===== config.mk =====
export PLATFORM = sky130hd
export DESIGN_NAME = array_linked_list_engine
export DESIGN_NICKNAME = d
export VERILOG_FILES = /design/src/rtl/alle_pkg.sv /design/src/rtl/array_linked_list_engine.sv
export SDC_FILE = /design/constraint.sdc
export NUM_CORES = 2
export LEC_CHECK = 0
export ABC_AREA = 1
export BUFFER_PORTS_ARGS = -buffer_cell sky130_fd_sc_hd__buf_2
export CORE_MARGIN = 2
export CORE_UTILIZATION = 30
export CTS_BUF_LIST = sky130_fd_sc_hd__clkbuf_8
export DETAILED_ROUTE_END_ITERATION = 6
export GPL_ROUTABILITY_DRIVEN = 0
export PLACE_DENSITY = 0.43
export SLEW_MARGIN = 20
export SYNTH_ARGS = -nofsm -noshare
export SYNTH_HDL_FRONTEND = slang
export SYNTH_SLANG_ARGS = --single-unit
export TNS_END_PERCENT = 50

===== constraint.sdc =====
create_clock -name i_clk -period 11.65 [get_ports i_clk]
set_input_delay 2.33 -clock i_clk [delete_from_list [all_inputs] [get_ports i_clk]]
set_output_delay 2.33 -clock i_clk [all_outputs]
set_load 0.02 [all_outputs]

===== src/rtl/alle_pkg.sv =====
// shared constants, codes and word types for the array linked list engine
package alle_pkg;

    localparam int CAPACITY = 16;
    localparam int KEY_BITS = 64;
    localparam int IDX_W    = $clog2(CAPACITY);
    localparam int STEP_W   = $clog2(CAPACITY + 1);

    localparam int MODE_W   = 3;
    localparam int POS_W    = 4;
    localparam int KEY_W    = 64;
    localparam int VAL_W    = 32;
    localparam int STAT_W   = 2;
    localparam int COUNT_W  = 4;

    localparam logic [MODE_W-1:0] MODE_INSERT = 3'd0;
    localparam logic [MODE_W-1:0] MODE_ERASE  = 3'd1;
    localparam logic [MODE_W-1:0] MODE_GET    = 3'd2;
    localparam logic [MODE_W-1:0] MODE_SET    = 3'd3;
    localparam logic [MODE_W-1:0] MODE_LINK   = 3'd4;
    localparam logic [MODE_W-1:0] MODE_FIND   = 3'd5;

    localparam logic [STAT_W-1:0] STAT_OK        = 2'd0;
    localparam logic [STAT_W-1:0] STAT_FULL      = 2'd1;
    localparam logic [STAT_W-1:0] STAT_SENTINEL  = 2'd2;
    localparam logic [STAT_W-1:0] STAT_NOT_FOUND = 2'd3;

    localparam logic [COUNT_W-1:0] COUNT_MAX = 4'd15;

    typedef struct packed {
        logic [MODE_W-1:0]       mode;
        logic                    position_dir;
        logic [POS_W-1:0]        position;
        logic [KEY_W-1:0]        item_key;
        logic signed [VAL_W-1:0] item_value;
    } t_cmd;

    typedef struct packed {
        logic [STAT_W-1:0]       status;
        logic [POS_W-1:0]        result_position;
        logic [KEY_W-1:0]        out_key;
        logic signed [VAL_W-1:0] out_value;
        logic [COUNT_W-1:0]      element_count;
    } t_rsp;

endpackage


===== src/rtl/array_linked_list_engine.sv =====
// array based circular doubly linked list engine with free list
//
// Command word on i_cmd is taken at a rising edge with start high and busy low.
// The response word appears on o_rsp for one cycle with o_valid high; the
// receiver cannot stall it and must take it in that cycle.
// Slot 0 is the sentinel; keys, values and links live in four memories, each
// with one write and one registered read per cycle (keys and values share
// their addresses); a sequencer walks them.
// Set, sentinel errors, list full and unused modes answer from idle without
// raising busy; get and link read do one registered read, erase and insert
// step through link and free list updates, and find walks from the sentinel
// until a key match, a return to the sentinel or CAPACITY slots visited.
// busy is high while a command is in the sequencer and falls as its response
// appears, so one command is in flight at a time; throughput is bound by the
// link memory accesses.
// After reset a clearing pass writes each of the CAPACITY (16) slots in turn,
// loading the initial keys, values and links; busy is high during it and no
// command is taken.
module array_linked_list_engine (
    input  logic            i_clk,
    input  logic            i_rst_n,
    input  logic            start,
    input  alle_pkg::t_cmd  i_cmd,
    output logic            busy,
    output logic            o_valid,
    output alle_pkg::t_rsp  o_rsp
);

    typedef enum logic [3:0] {
        S_CLR,
        S_IDLE,
        S_INS_FREE,
        S_INS_READ,
        S_INS_LINK,
        S_INS_DONE,
        S_ERA_LINK,
        S_ERA_FREE,
        S_ERA_DONE,
        S_GET_OUT,
        S_LNK_OUT,
        S_FND_HEAD,
        S_FND_CHK,
        S_FND_CMP
    } t_state;

    localparam int IW = alle_pkg::IDX_W;
    localparam int KB = alle_pkg::KEY_BITS;
    localparam int VW = alle_pkg::VAL_W;

    t_state                         r_state, n_state;
    logic [IW-1:0]                  r_clr, n_clr;
    logic [IW-1:0]                  r_pos, n_pos;
    logic                           r_dir, n_dir;
    logic [KB-1:0]                  r_key, n_key;
    logic [VW-1:0]                  r_val, n_val;
    logic [IW-1:0]                  r_slot, n_slot;
    logic [IW-1:0]                  r_pa, n_pa;
    logic [IW-1:0]                  r_cur, n_cur;
    logic [alle_pkg::STEP_W-1:0]    r_steps, n_steps;
    logic [IW-1:0]                  r_fh, n_fh;
    logic [alle_pkg::COUNT_W-1:0]   r_count, n_count;
    logic                           r_valid, n_valid;
    alle_pkg::t_rsp                 r_rsp, n_rsp;

    // memories
    logic [KB-1:0]  m_key  [alle_pkg::CAPACITY];
    logic [VW-1:0]  m_val  [alle_pkg::CAPACITY];
    logic [IW-1:0]  m_next [alle_pkg::CAPACITY];
    logic [IW-1:0]  m_prev [alle_pkg::CAPACITY];

    logic           kv_we;
    logic [IW-1:0]  kv_wa, kv_ra;
    logic [KB-1:0]  kv_wkey;
    logic [VW-1:0]  kv_wval;
    logic [KB-1:0]  r_key_rd;
    logic [VW-1:0]  r_val_rd;

    logic           nx_we;
    logic [IW-1:0]  nx_wa, nx_wd, nx_ra, r_next_rd;
    logic           pv_we;
    logic [IW-1:0]  pv_wa, pv_wd, pv_ra, r_prev_rd;

    logic [IW-1:0]              w_pos;
    logic [KB-1:0]              w_key;
    logic [alle_pkg::KEY_W-1:0] w_okey;
    logic                       w_accept;

    assign w_pos    = IW'(i_cmd.position);
    assign w_key    = i_cmd.item_key[KB-1:0];
    assign w_accept = start && (r_state == S_IDLE);

    always_comb begin
        w_okey = '0;
        w_okey[KB-1:0] = r_key_rd;
    end

    always_ff @(posedge i_clk) begin
        if (kv_we) begin
            m_key[kv_wa] <= kv_wkey;
            m_val[kv_wa] <= kv_wval;
        end
        r_key_rd <= m_key[kv_ra];
        r_val_rd <= m_val[kv_ra];
    end

    always_ff @(posedge i_clk) begin
        if (nx_we) begin
            m_next[nx_wa] <= nx_wd;
        end
        r_next_rd <= m_next[nx_ra];
    end

    always_ff @(posedge i_clk) begin
        if (pv_we) begin
            m_prev[pv_wa] <= pv_wd;
        end
        r_prev_rd <= m_prev[pv_ra];
    end

    always_comb begin
        n_state = r_state;
        n_clr   = r_clr;
        n_pos   = r_pos;
        n_dir   = r_dir;
        n_key   = r_key;
        n_val   = r_val;
        n_slot  = r_slot;
        n_pa    = r_pa;
        n_cur   = r_cur;
        n_steps = r_steps;
        n_fh    = r_fh;
        n_count = r_count;
        n_valid = 1'b0;
        n_rsp   = r_rsp;

        kv_we   = 1'b0;
        kv_wa   = r_pos;
        kv_ra   = r_pos;
        kv_wkey = r_key;
        kv_wval = r_val;
        nx_we   = 1'b0;
        nx_wa   = r_pos;
        nx_wd   = '0;
        nx_ra   = r_pos;
        pv_we   = 1'b0;
        pv_wa   = r_pos;
        pv_wd   = '0;
        pv_ra   = r_pos;

        case (r_state)
            S_CLR: begin
                kv_we   = 1'b1;
                kv_wa   = r_clr;
                kv_wkey = '0;
                kv_wval = '0;
                nx_we   = 1'b1;
                nx_wa   = r_clr;
                nx_wd   = (r_clr == '0 || r_clr == IW'(alle_pkg::CAPACITY - 1)) ? '0
                                                                             : r_clr + 1'b1;
                pv_we   = 1'b1;
                pv_wa   = r_clr;
                pv_wd   = (r_clr == '0) ? '0 : r_clr - 1'b1;
                n_clr   = r_clr + 1'b1;
                if (r_clr == IW'(alle_pkg::CAPACITY - 1)) begin
                    n_state = S_IDLE;
                end
            end
            S_IDLE: begin
                if (start) begin
                    n_pos = w_pos;
                    n_dir = i_cmd.position_dir;
                    n_key = w_key;
                    n_val = i_cmd.item_value;
                    n_rsp = '0;
                    n_rsp.element_count = r_count;
                    case (i_cmd.mode)
                        alle_pkg::MODE_INSERT: begin
                            if (r_fh == '0) begin
                                n_valid      = 1'b1;
                                n_rsp.status = alle_pkg::STAT_FULL;
                            end else begin
                                n_slot  = r_fh;
                                nx_ra   = r_fh;
                                n_state = S_INS_FREE;
                            end
                        end
                        alle_pkg::MODE_ERASE: begin
                            if (w_pos == '0) begin
                                n_valid      = 1'b1;
                                n_rsp.status = alle_pkg::STAT_SENTINEL;
                            end else begin
                                nx_ra   = w_pos;
                                pv_ra   = w_pos;
                                n_state = S_ERA_LINK;
                            end
                        end
                        alle_pkg::MODE_GET: begin
                            if (w_pos == '0) begin
                                n_valid      = 1'b1;
                                n_rsp.status = alle_pkg::STAT_SENTINEL;
                            end else begin
                                kv_ra   = w_pos;
                                n_state = S_GET_OUT;
                            end
                        end
                        alle_pkg::MODE_SET: begin
                            n_valid = 1'b1;
                            if (w_pos == '0) begin
                                n_rsp.status = alle_pkg::STAT_SENTINEL;
                            end else begin
                                kv_we   = 1'b1;
                                kv_wa   = w_pos;
                                kv_wkey = w_key;
                                kv_wval = i_cmd.item_value;
                            end
                        end
                        alle_pkg::MODE_LINK: begin
                            nx_ra   = w_pos;
                            pv_ra   = w_pos;
                            n_state = S_LNK_OUT;
                        end
                        alle_pkg::MODE_FIND: begin
                            nx_ra   = '0;
                            n_steps = '0;
                            n_state = S_FND_HEAD;
                        end
                        default: begin
                            n_valid = 1'b1;
                        end
                    endcase
                end
            end
            S_INS_FREE: begin
                n_fh = r_next_rd;
                if (r_next_rd != '0) begin
                    pv_we = 1'b1;
                    pv_wa = r_next_rd;
                    pv_wd = '0;
                end
                kv_we   = 1'b1;
                kv_wa   = r_slot;
                n_state = S_INS_READ;
            end
            S_INS_READ: begin
                pv_ra   = r_pos;
                n_state = S_INS_LINK;
            end
            S_INS_LINK: begin
                pv_we   = 1'b1;
                pv_wa   = r_slot;
                pv_wd   = r_prev_rd;
                nx_we   = 1'b1;
                nx_wa   = r_slot;
                nx_wd   = r_pos;
                n_pa    = r_prev_rd;
                n_state = S_INS_DONE;
            end
            S_INS_DONE: begin
                nx_we   = 1'b1;
                nx_wa   = r_pa;
                nx_wd   = r_slot;
                pv_we   = 1'b1;
                pv_wa   = r_pos;
                pv_wd   = r_slot;
                n_count = (r_count == alle_pkg::COUNT_MAX) ? r_count : r_count + 1'b1;
                n_valid = 1'b1;
                n_rsp.result_position = alle_pkg::POS_W'(r_slot);
                n_rsp.element_count   = n_count;
                n_state = S_IDLE;
            end
            S_ERA_LINK: begin
                nx_we   = 1'b1;
                nx_wa   = r_prev_rd;
                nx_wd   = r_next_rd;
                pv_we   = 1'b1;
                pv_wa   = r_next_rd;
                pv_wd   = r_prev_rd;
                kv_we   = 1'b1;
                kv_wa   = r_pos;
                kv_wkey = '0;
                kv_wval = '0;
                n_state = S_ERA_FREE;
            end
            S_ERA_FREE: begin
                if (r_fh != '0) begin
                    pv_we = 1'b1;
                    pv_wa = r_fh;
                    pv_wd = r_pos;
                end
                nx_we   = 1'b1;
                nx_wa   = r_pos;
                nx_wd   = r_fh;
                n_state = S_ERA_DONE;
            end
            S_ERA_DONE: begin
                pv_we   = 1'b1;
                pv_wa   = r_pos;
                pv_wd   = '0;
                n_fh    = r_pos;
                n_count = (r_count == '0) ? r_count : r_count - 1'b1;
                n_valid = 1'b1;
                n_rsp.element_count = n_count;
                n_state = S_IDLE;
            end
            S_GET_OUT: begin
                n_valid         = 1'b1;
                n_rsp.out_key   = w_okey;
                n_rsp.out_value = r_val_rd;
                n_state         = S_IDLE;
            end
            S_LNK_OUT: begin
                n_valid = 1'b1;
                n_rsp.result_position = alle_pkg::POS_W'(r_dir ? r_prev_rd : r_next_rd);
                n_state = S_IDLE;
            end
            S_FND_HEAD: begin
                n_cur   = r_next_rd;
                n_state = S_FND_CHK;
            end
            S_FND_CHK: begin
                if (r_cur == '0 || r_steps == alle_pkg::STEP_W'(alle_pkg::CAPACITY)) begin
                    n_valid      = 1'b1;
                    n_rsp.status = alle_pkg::STAT_NOT_FOUND;
                    n_state      = S_IDLE;
                end else begin
                    kv_ra   = r_cur;
                    nx_ra   = r_cur;
                    n_state = S_FND_CMP;
                end
            end
            S_FND_CMP: begin
                if (r_key_rd == r_key) begin
                    n_valid = 1'b1;
                    n_rsp.result_position = alle_pkg::POS_W'(r_cur);
                    n_state = S_IDLE;
                end else begin
                    n_cur   = r_next_rd;
                    n_steps = r_steps + 1'b1;
                    n_state = S_FND_CHK;
                end
            end
            default: begin
                n_state = S_IDLE;
            end
        endcase
    end

    always_ff @(posedge i_clk) begin
        r_pos   <= n_pos;
        r_dir   <= n_dir;
        r_key   <= n_key;
        r_val   <= n_val;
        r_slot  <= n_slot;
        r_pa    <= n_pa;
        r_cur   <= n_cur;
        r_steps <= n_steps;
        r_rsp   <= n_rsp;
        if (!i_rst_n) begin
            r_state <= S_CLR;
            r_clr   <= '0;
            r_fh    <= IW'(1);
            r_count <= '0;
            r_valid <= 1'b0;
        end else begin
            r_state <= n_state;
            r_clr   <= n_clr;
            r_fh    <= n_fh;
            r_count <= n_count;
            r_valid <= n_valid;
        end
    end

    assign busy    = (r_state != S_IDLE);
    assign o_valid = r_valid;
    assign o_rsp   = r_rsp;

    // response comes with the sequencer back in idle
    a_valid_idle: assert property (@(posedge i_clk) disable iff (!i_rst_n)
        o_valid |-> !busy)
        else $error("response word while sequencer busy");

    // an accepted word either answers at once or holds busy
    a_accept_progress: assert property (@(posedge i_clk) disable iff (!i_rst_n)
        w_accept |=> (busy || o_valid))
        else $error("accepted word neither answered nor in progress");

    // every command that ends answers in that cycle
    a_end_answers: assert property (@(posedge i_clk) disable iff (!i_rst_n)
        (!busy && $past(busy) && $past(r_state) != S_CLR) |-> o_valid)
        else $error("command ended without a response word");

endmodule

# Word-level counts from Yosys, hierarchy flattened
# Memories as Yosys holds them, arrays and structs flattened. A register that Yosys moved wholly into a read port is not among the register bits.
# Cells that the tools add are included.
# totals
ff_bits,241
mem_bits_rw,1664
in_bits,107
mem_count,4
# mem_list
name,depth,width,read_ports,rd_clocked_by_memory_dff,write_ports,line,text
m_key,16,64,1,1,1,array_linked_list_engine.sv:66,logic [KB-1:0] m_key [alle_pkg::CAPACITY];
m_val,16,32,1,1,1,array_linked_list_engine.sv:67,logic [VW-1:0] m_val [alle_pkg::CAPACITY];
m_next,16,4,1,1,1,array_linked_list_engine.sv:68,logic [IW-1:0] m_next [alle_pkg::CAPACITY];
m_prev,16,4,1,1,1,array_linked_list_engine.sv:69,logic [IW-1:0] m_prev [alle_pkg::CAPACITY];
# classes
add_sub_neg,5
n_eq_ne,33
n_mux,83
n_bitwise,1
n_reduce_logical,37
# ops
cell,n
64-bit two-way mux,3
96-bit one-hot mux with 2 select lines,1
64-bit one-hot mux with 2 select lines,1
4-bit two-way mux,27
106-bit two-way mux,1
32-bit two-way mux,3
64-bit == test,1
32-bit one-hot mux with 2 select lines,1
4-bit one-hot mux with 4 select lines,4
4-bit one-hot mux with 5 select lines,3
4-bit one-hot mux with 2 select lines,6
4-bit one-hot mux with 10 select lines,1
4-bit == test (second input constant),8
4-bit zero test,6
4-bit one-hot mux with 3 select lines,2
1-bit two-way mux,18
4-bit by 3-bit == test with 1-bit output (second input constant),4
5-bit two-way mux,3
2-bit nonzero test,6
4-bit nonzero test,3
2-bit inequality test (second input constant),5
5-bit one-hot mux with 2 select lines,1
5-bit OR reduction,2
3-bit inequality test (second input constant),3
28 further kinds,46

# Logic depth before layout (Yosys ltp)
# logic_depth
depth_word,7
ltp_mapped,20

# Worst setup path before layout
# No wires, ideal clock.
# synth_timing
path_kind,input-to-reg
from,input i_cmd[97] (netlist bit)
to,memory m_key[12][0] (netlist bit) (enable)
arrival_ps,9711
path_slack_ps,1270
stages,8
n_path_buf,0
path_cell_list,nor2_1 > inv_1 > o31ai_1 > a21oi_1 > o21a_1 > inv_1 > nand3_1 > nor3_1
# synth_via
elab_chain_len,7
elab_cells_between_ends,11
# synth_rtl
element,line,text
from (decl),array_linked_list_engine.sv:23,"input alle_pkg::t_cmd i_cmd,"
4-bit zero test,array_linked_list_engine.sv:208,if (w_pos == '0) begin
1-bit two-way mux,array_linked_list_engine.sv:208,
1-bit two-way mux,array_linked_list_engine.sv:176,case (i_cmd.mode)
1-bit two-way mux,array_linked_list_engine.sv:169,if (start) begin
1-bit one-hot mux with 2 select lines,array_linked_list_engine.sv:150,case (r_state)
1-bit two-way mux,array_linked_list_engine.sv:98,if (kv_we) begin
1-bit two-way mux (not written as such),array_linked_list_engine.sv:99,m_key[kv_wa] <= kv_wkey;
to (decl),array_linked_list_engine.sv:66,
# Parallel ways exist; a longest one is shown, timed or not.

# Worst setup path after layout
# layout_timing
from,input i_cmd[101] (netlist bit)
to,"register r_key_rd[18], read port of m_key"
# layout_via
elab_chain_len,4
# layout_rtl
element,line,text
3-bit by 2-bit == test with 1-bit output,array_linked_list_engine.sv:176,
4-bit two-way mux,array_linked_list_engine.sv:176,
4-bit two-way mux,array_linked_list_engine.sv:169,
4-bit one-hot mux with 2 select lines,array_linked_list_engine.sv:150,
to (decl),array_linked_list_engine.sv:75,logic [KB-1:0] r_key_rd;
# Every way passes these cells.
# A chain may end at the register's enable or synchronous reset.

==> flow_summary_export.csv <==
group,metric,value,unit
routing,dr.pass1.iters,6,
hold_path,hp-class,"reg -> reg",
sta,tns,0,ns
floorplanning,io_pins,215,
floorplanning,fp.dieW,538.8,µm
routing,post-route-drc-count,0,
worst_setup_path,critPathTopFamily,"simple AND/OR/NAND/NOR gates",
clock_network,cts_root_buf,"clkbuf_8",
clock_network,cts_tree,"yes",
clock_network,max-clock-path-buffers,4,
yosys,synth.distinct_cells,49,
floorplanning,dieArea,290300,µm²
global_route,grtUsageMet2,0.2989,
sta,tightestPinTransition,1.310,ns
pwr,cellPowerDensity,150.4,nW/µm²
worst_setup_path,cp-end-kind,"register",
sta,fin_skew,0.06283,ns
sta,slew_violations,0,
worst_setup_path,required,12.60,ns
clock_network,cts_buffers,368,
routing,viasPerCell,4.813,
yosys,synth-edff-count,1888,
layout,drive_above_1_share,0.1095,
layout,final_cell_mix,"edfxtp_1, nand2_1, nand3_1",
pwr,power.internal,11.41,mW
global_route,grt.busiest_layer,"met2",
pwr,sequentialPowerShare,0.542,
global_route,met3_usage,0.02518,
sta,timing.fmax,174.5,MHz
floorplanning,core_area,284700,µm²
layout,final_cells,12250,
pwr,p_leak,38.84,nW
sta,max-slew-margin-rel,0.1267,
worst_setup_path,critPathSlowestCell,"buf_12",
global_route,grt_pass1_wl,406.1,mm
floorplanning,die_y,538.8,µm
layout,fill_cells,28470,
placement,place_ws,5.024,ns
sta,setup-violations-final,0,
yosys,synth_warnings,0,
worst_setup_path,r2r_start,"r_pos[0]",
global_route,grt_pass1_vias,57850,
worst_setup_path,critical_path.max_stage_delay,0.66,ns
worst_setup_path,cp-start-kind,"primary input",
pwr,vdd_drop_max,0.07837,mV
yosys,yosysTopAreaCell,"edfxtp_1",
run,maxCapViolCount,0,
global_route,antenna_found_initial,15,
hold_path,min_to,"r_slot[0]",
worst_setup_path,reg2reg_setup_slack,6.51,ns
clock_network,cts_setup_buffers,0,
yosys,syn_area,85790,µm²
global_route,grt_usage,0.1865,
clock_network,cts.sink_count,2009,
clock_network,cts_hold_buf,0,
clock_network,postCtsResizedCells,0,
routing,detail_route.wirelength,277.0,mm
global_route,grt-ovfl-total,0,
run_status,status,"completed",
sta,rsz0062_at_grt,"false",
worst_setup_path,worstSetupPathType,"in -> reg",
worst_setup_path,cpMostUsedCell,"nand2_1",
routing,routedWlPerCell,22.62,µm
routing,dr.first_iter.drc_count,4900,
yosys,ys_async_sr_fraction,0,
global_route,use_met1,0.2663,
pwr,combinationalPowerShare,0.022,
placement,hpwl,139.7,mm
yosys,yosys_most_used_dff,"edfxtp_1",
routing,vias,58940,
placement,place_inst,11570,
clock_network,clk_pin_slew,0.05,ns
sta,min_period,5.729,ns
clock_network,clk_latency,1.04,ns
layout,area_delta_synth_final,14.46,%
worst_setup_path,worstPathCellList,"buf_2 -> nor2_2 -> nand3_1 -> o21ai_1 -> nand2_8 -> nand2_8 -> buf_4 -> buf_12 -> nand2_1 -> nand2_1 -> nand2_1 -> nand3_1 -> nand3_1 -> nand2_1",
worst_setup_path,critPathArrivalTime,6.68,ns
hold_path,holdCritStartpoint,"r_fh[0]",
yosys,synth-seq-cells,2009,
worst_setup_path,reg2reg_to,"r_key_rd[18]",
layout,finish.net_count,8288,
layout,layout_commonest_cell,"edfxtp_1",
worst_setup_path,path_max_fanout,167,
yosys,syn_area_per_cell,10.88,µm²
yosys,synth_nets,7996,
routing,postRouteAntennaNets,0,
clock_network,htreeDepth,5,
worst_setup_path,crit_buf_inv,3,
pwr,p_sw,3.367,mW
sta,finalWorstSetupSlack,5.921,ns
placement,port_buffers,214,
pwr,p_clk_frac,0.436,
yosys,ys_seq_area_frac,0.6890,
pwr,switching_share,0.2279,
worst_setup_path,r2r_cells,15,
yosys,netlist.area_leader.share,0.6608,
sta,hold_violations,0,
floorplanning,start_util,0.3013,
floorplanning,num_rows,196,
hold_path,holdPathStages,0,
sta,finalCritPeriodShare,0.4918,
yosys,syn_inst,7882,
yosys,synth.area.top_cells,"edfxtp_1, nand3_1, nand2_1",
global_route,grt_start_max_net_pins,183,
logic make-up after synthesis:
logic type               synth area share
adder cells (fa/ha/maj)          0.001021
AND/OR/NAND/NOR                    0.2151
XOR/XNOR                         0.005308
AO/OA/AOI/OAI                     0.02002
buffers and inverters             0.06952
flip-flops                         0.6890
per-stage QoR:
step / power [mW] / cell area [µm²] / hold WS (ns) / utilization
final: 14.77 / 98200 / 0.5006 / 0.3449
after global placement: 8.477 / 91130 / 0.4680 / 0.3201
after detailed placement: 8.479 / 91150 / 0.4636 / 0.3201
after floorplan: 8.318 / 85790 / 0.4302 / -
after CTS: 15.00 / 98130 / 0.5013 / 0.3447
after global routing: 15.32 / 98200 / 0.5114 / 0.3449
routing by layer:
layer / vias to the layer above / share of wire
met4: 6 / 0.022
met3: 443 / 0.050
met5: - / 0.00013
met2: 1679 / 0.46
met1: 29340 / 0.47
li1: 27470 / -
cell usage after synthesis, types with 2 or more instances:
library cell and instances:
nand3b_1 234, clkbuf_4 3, buf_2 257, o21ai_0 128, o31ai_1 4, inv_2 5
nor2_2 3, a211oi_1 3, dfxtp_1 121, xor2_1 19, o211ai_1 44, buf_4 36
o221ai_1 2, edfxtp_1 1888, buf_6 4, nand4_1 16, nand3_1 1725, xnor2_1 33
nand2_1 1812, o22ai_1 21, o2111ai_1 4, inv_4 2, a31oi_1 10, ha_1 7
nor2_4 4, o21ai_1 4, a21oi_1 61, nor3_1 17, nand2_2 9, a221oi_1 3
inv_1 978, buf_1 73, nor2_1 236, o21a_1 6, clkbuf_1 96
final cells by class:
| cell class | instances | area, µm² | share of cell area |
|---|---|---|---|
| Clock buffer | 409 | 5629 | 0.05732 |
| Antenna cell | 5 | 12.51 | 0.0001274 |
| Tap cell | 3762 | 4707 | 0.04793 |
| Sequential cell | 2009 | 59120 | 0.6020 |
| Clock inverter | 265 | 1354 | 0.01379 |
| Timing Repair Buffer | 391 | 2625 | 0.02673 |
| Inverter | 986 | 3726 | 0.03794 |
| Multi-Input combinational cell | 4418 | 21030 | 0.2141 |
worst reg2reg max path, cell delays in order (launching register included):
cell and delay, ns:
edfxtp_1 0.50, inv_1 0.59, nor2_1 0.09, nand2_1 0.08
nand2_1 0.16, o21ai_1 0.39, nand2_8 0.43, nand2_8 0.75
buf_4 0.60, buf_12 0.70, nand2_1 0.30, nand2_1 0.10
nand2_1 0.05, nand3_1 0.10, nand3_1 0.10, nand2_1 0.15
state kept, by name, summed over array words and instances (netlist names):
signal	flops
m_key	1024
m_next	64
m_prev	64
m_val	512
o_rsp	106
o_valid	1
r_clr	4
r_count	4
r_cur	4
r_dir	1
r_fh	4
r_key	64
r_key_rd	64
r_next_rd	4
r_pa	4
r_pos	4
r_prev_rd	4
r_slot	4
r_state	4
r_steps	5
r_val	32
r_val_rd	32
power groups by stage:
stage                     clock network (mW)  logic, mW  registers, mW
after floorplan                            0      0.159           8.16
after global placement                     0      0.328           8.15
final                                   6.45      0.323           8.00
after global routing                    6.96      0.357           8.01
after CTS                               6.66      0.330           8.00
after detailed placement                   0      0.329           8.15
worst max path at each step:
stage | start | to | slack [ns] | cells after the start
6_report | i_cmd[101] | r_key_rd[18] | 5.92 | 14
5_1_grt | i_cmd[101] | r_key_rd[62] | 5.74 | 14
4_1_cts | i_cmd[101] | r_key_rd[54] | 6.13 | 13
3_5_place_dp | i_cmd[101] | r_key_rd[18] | 5.02 | 13
3_3_place_gp | i_cmd[101] | r_key_rd[2] | 5.01 | 13
2_1_floorplan | i_cmd[97] | m_key[12][0] | 1.27 | 8
Power figures use the tool's default switching activity.
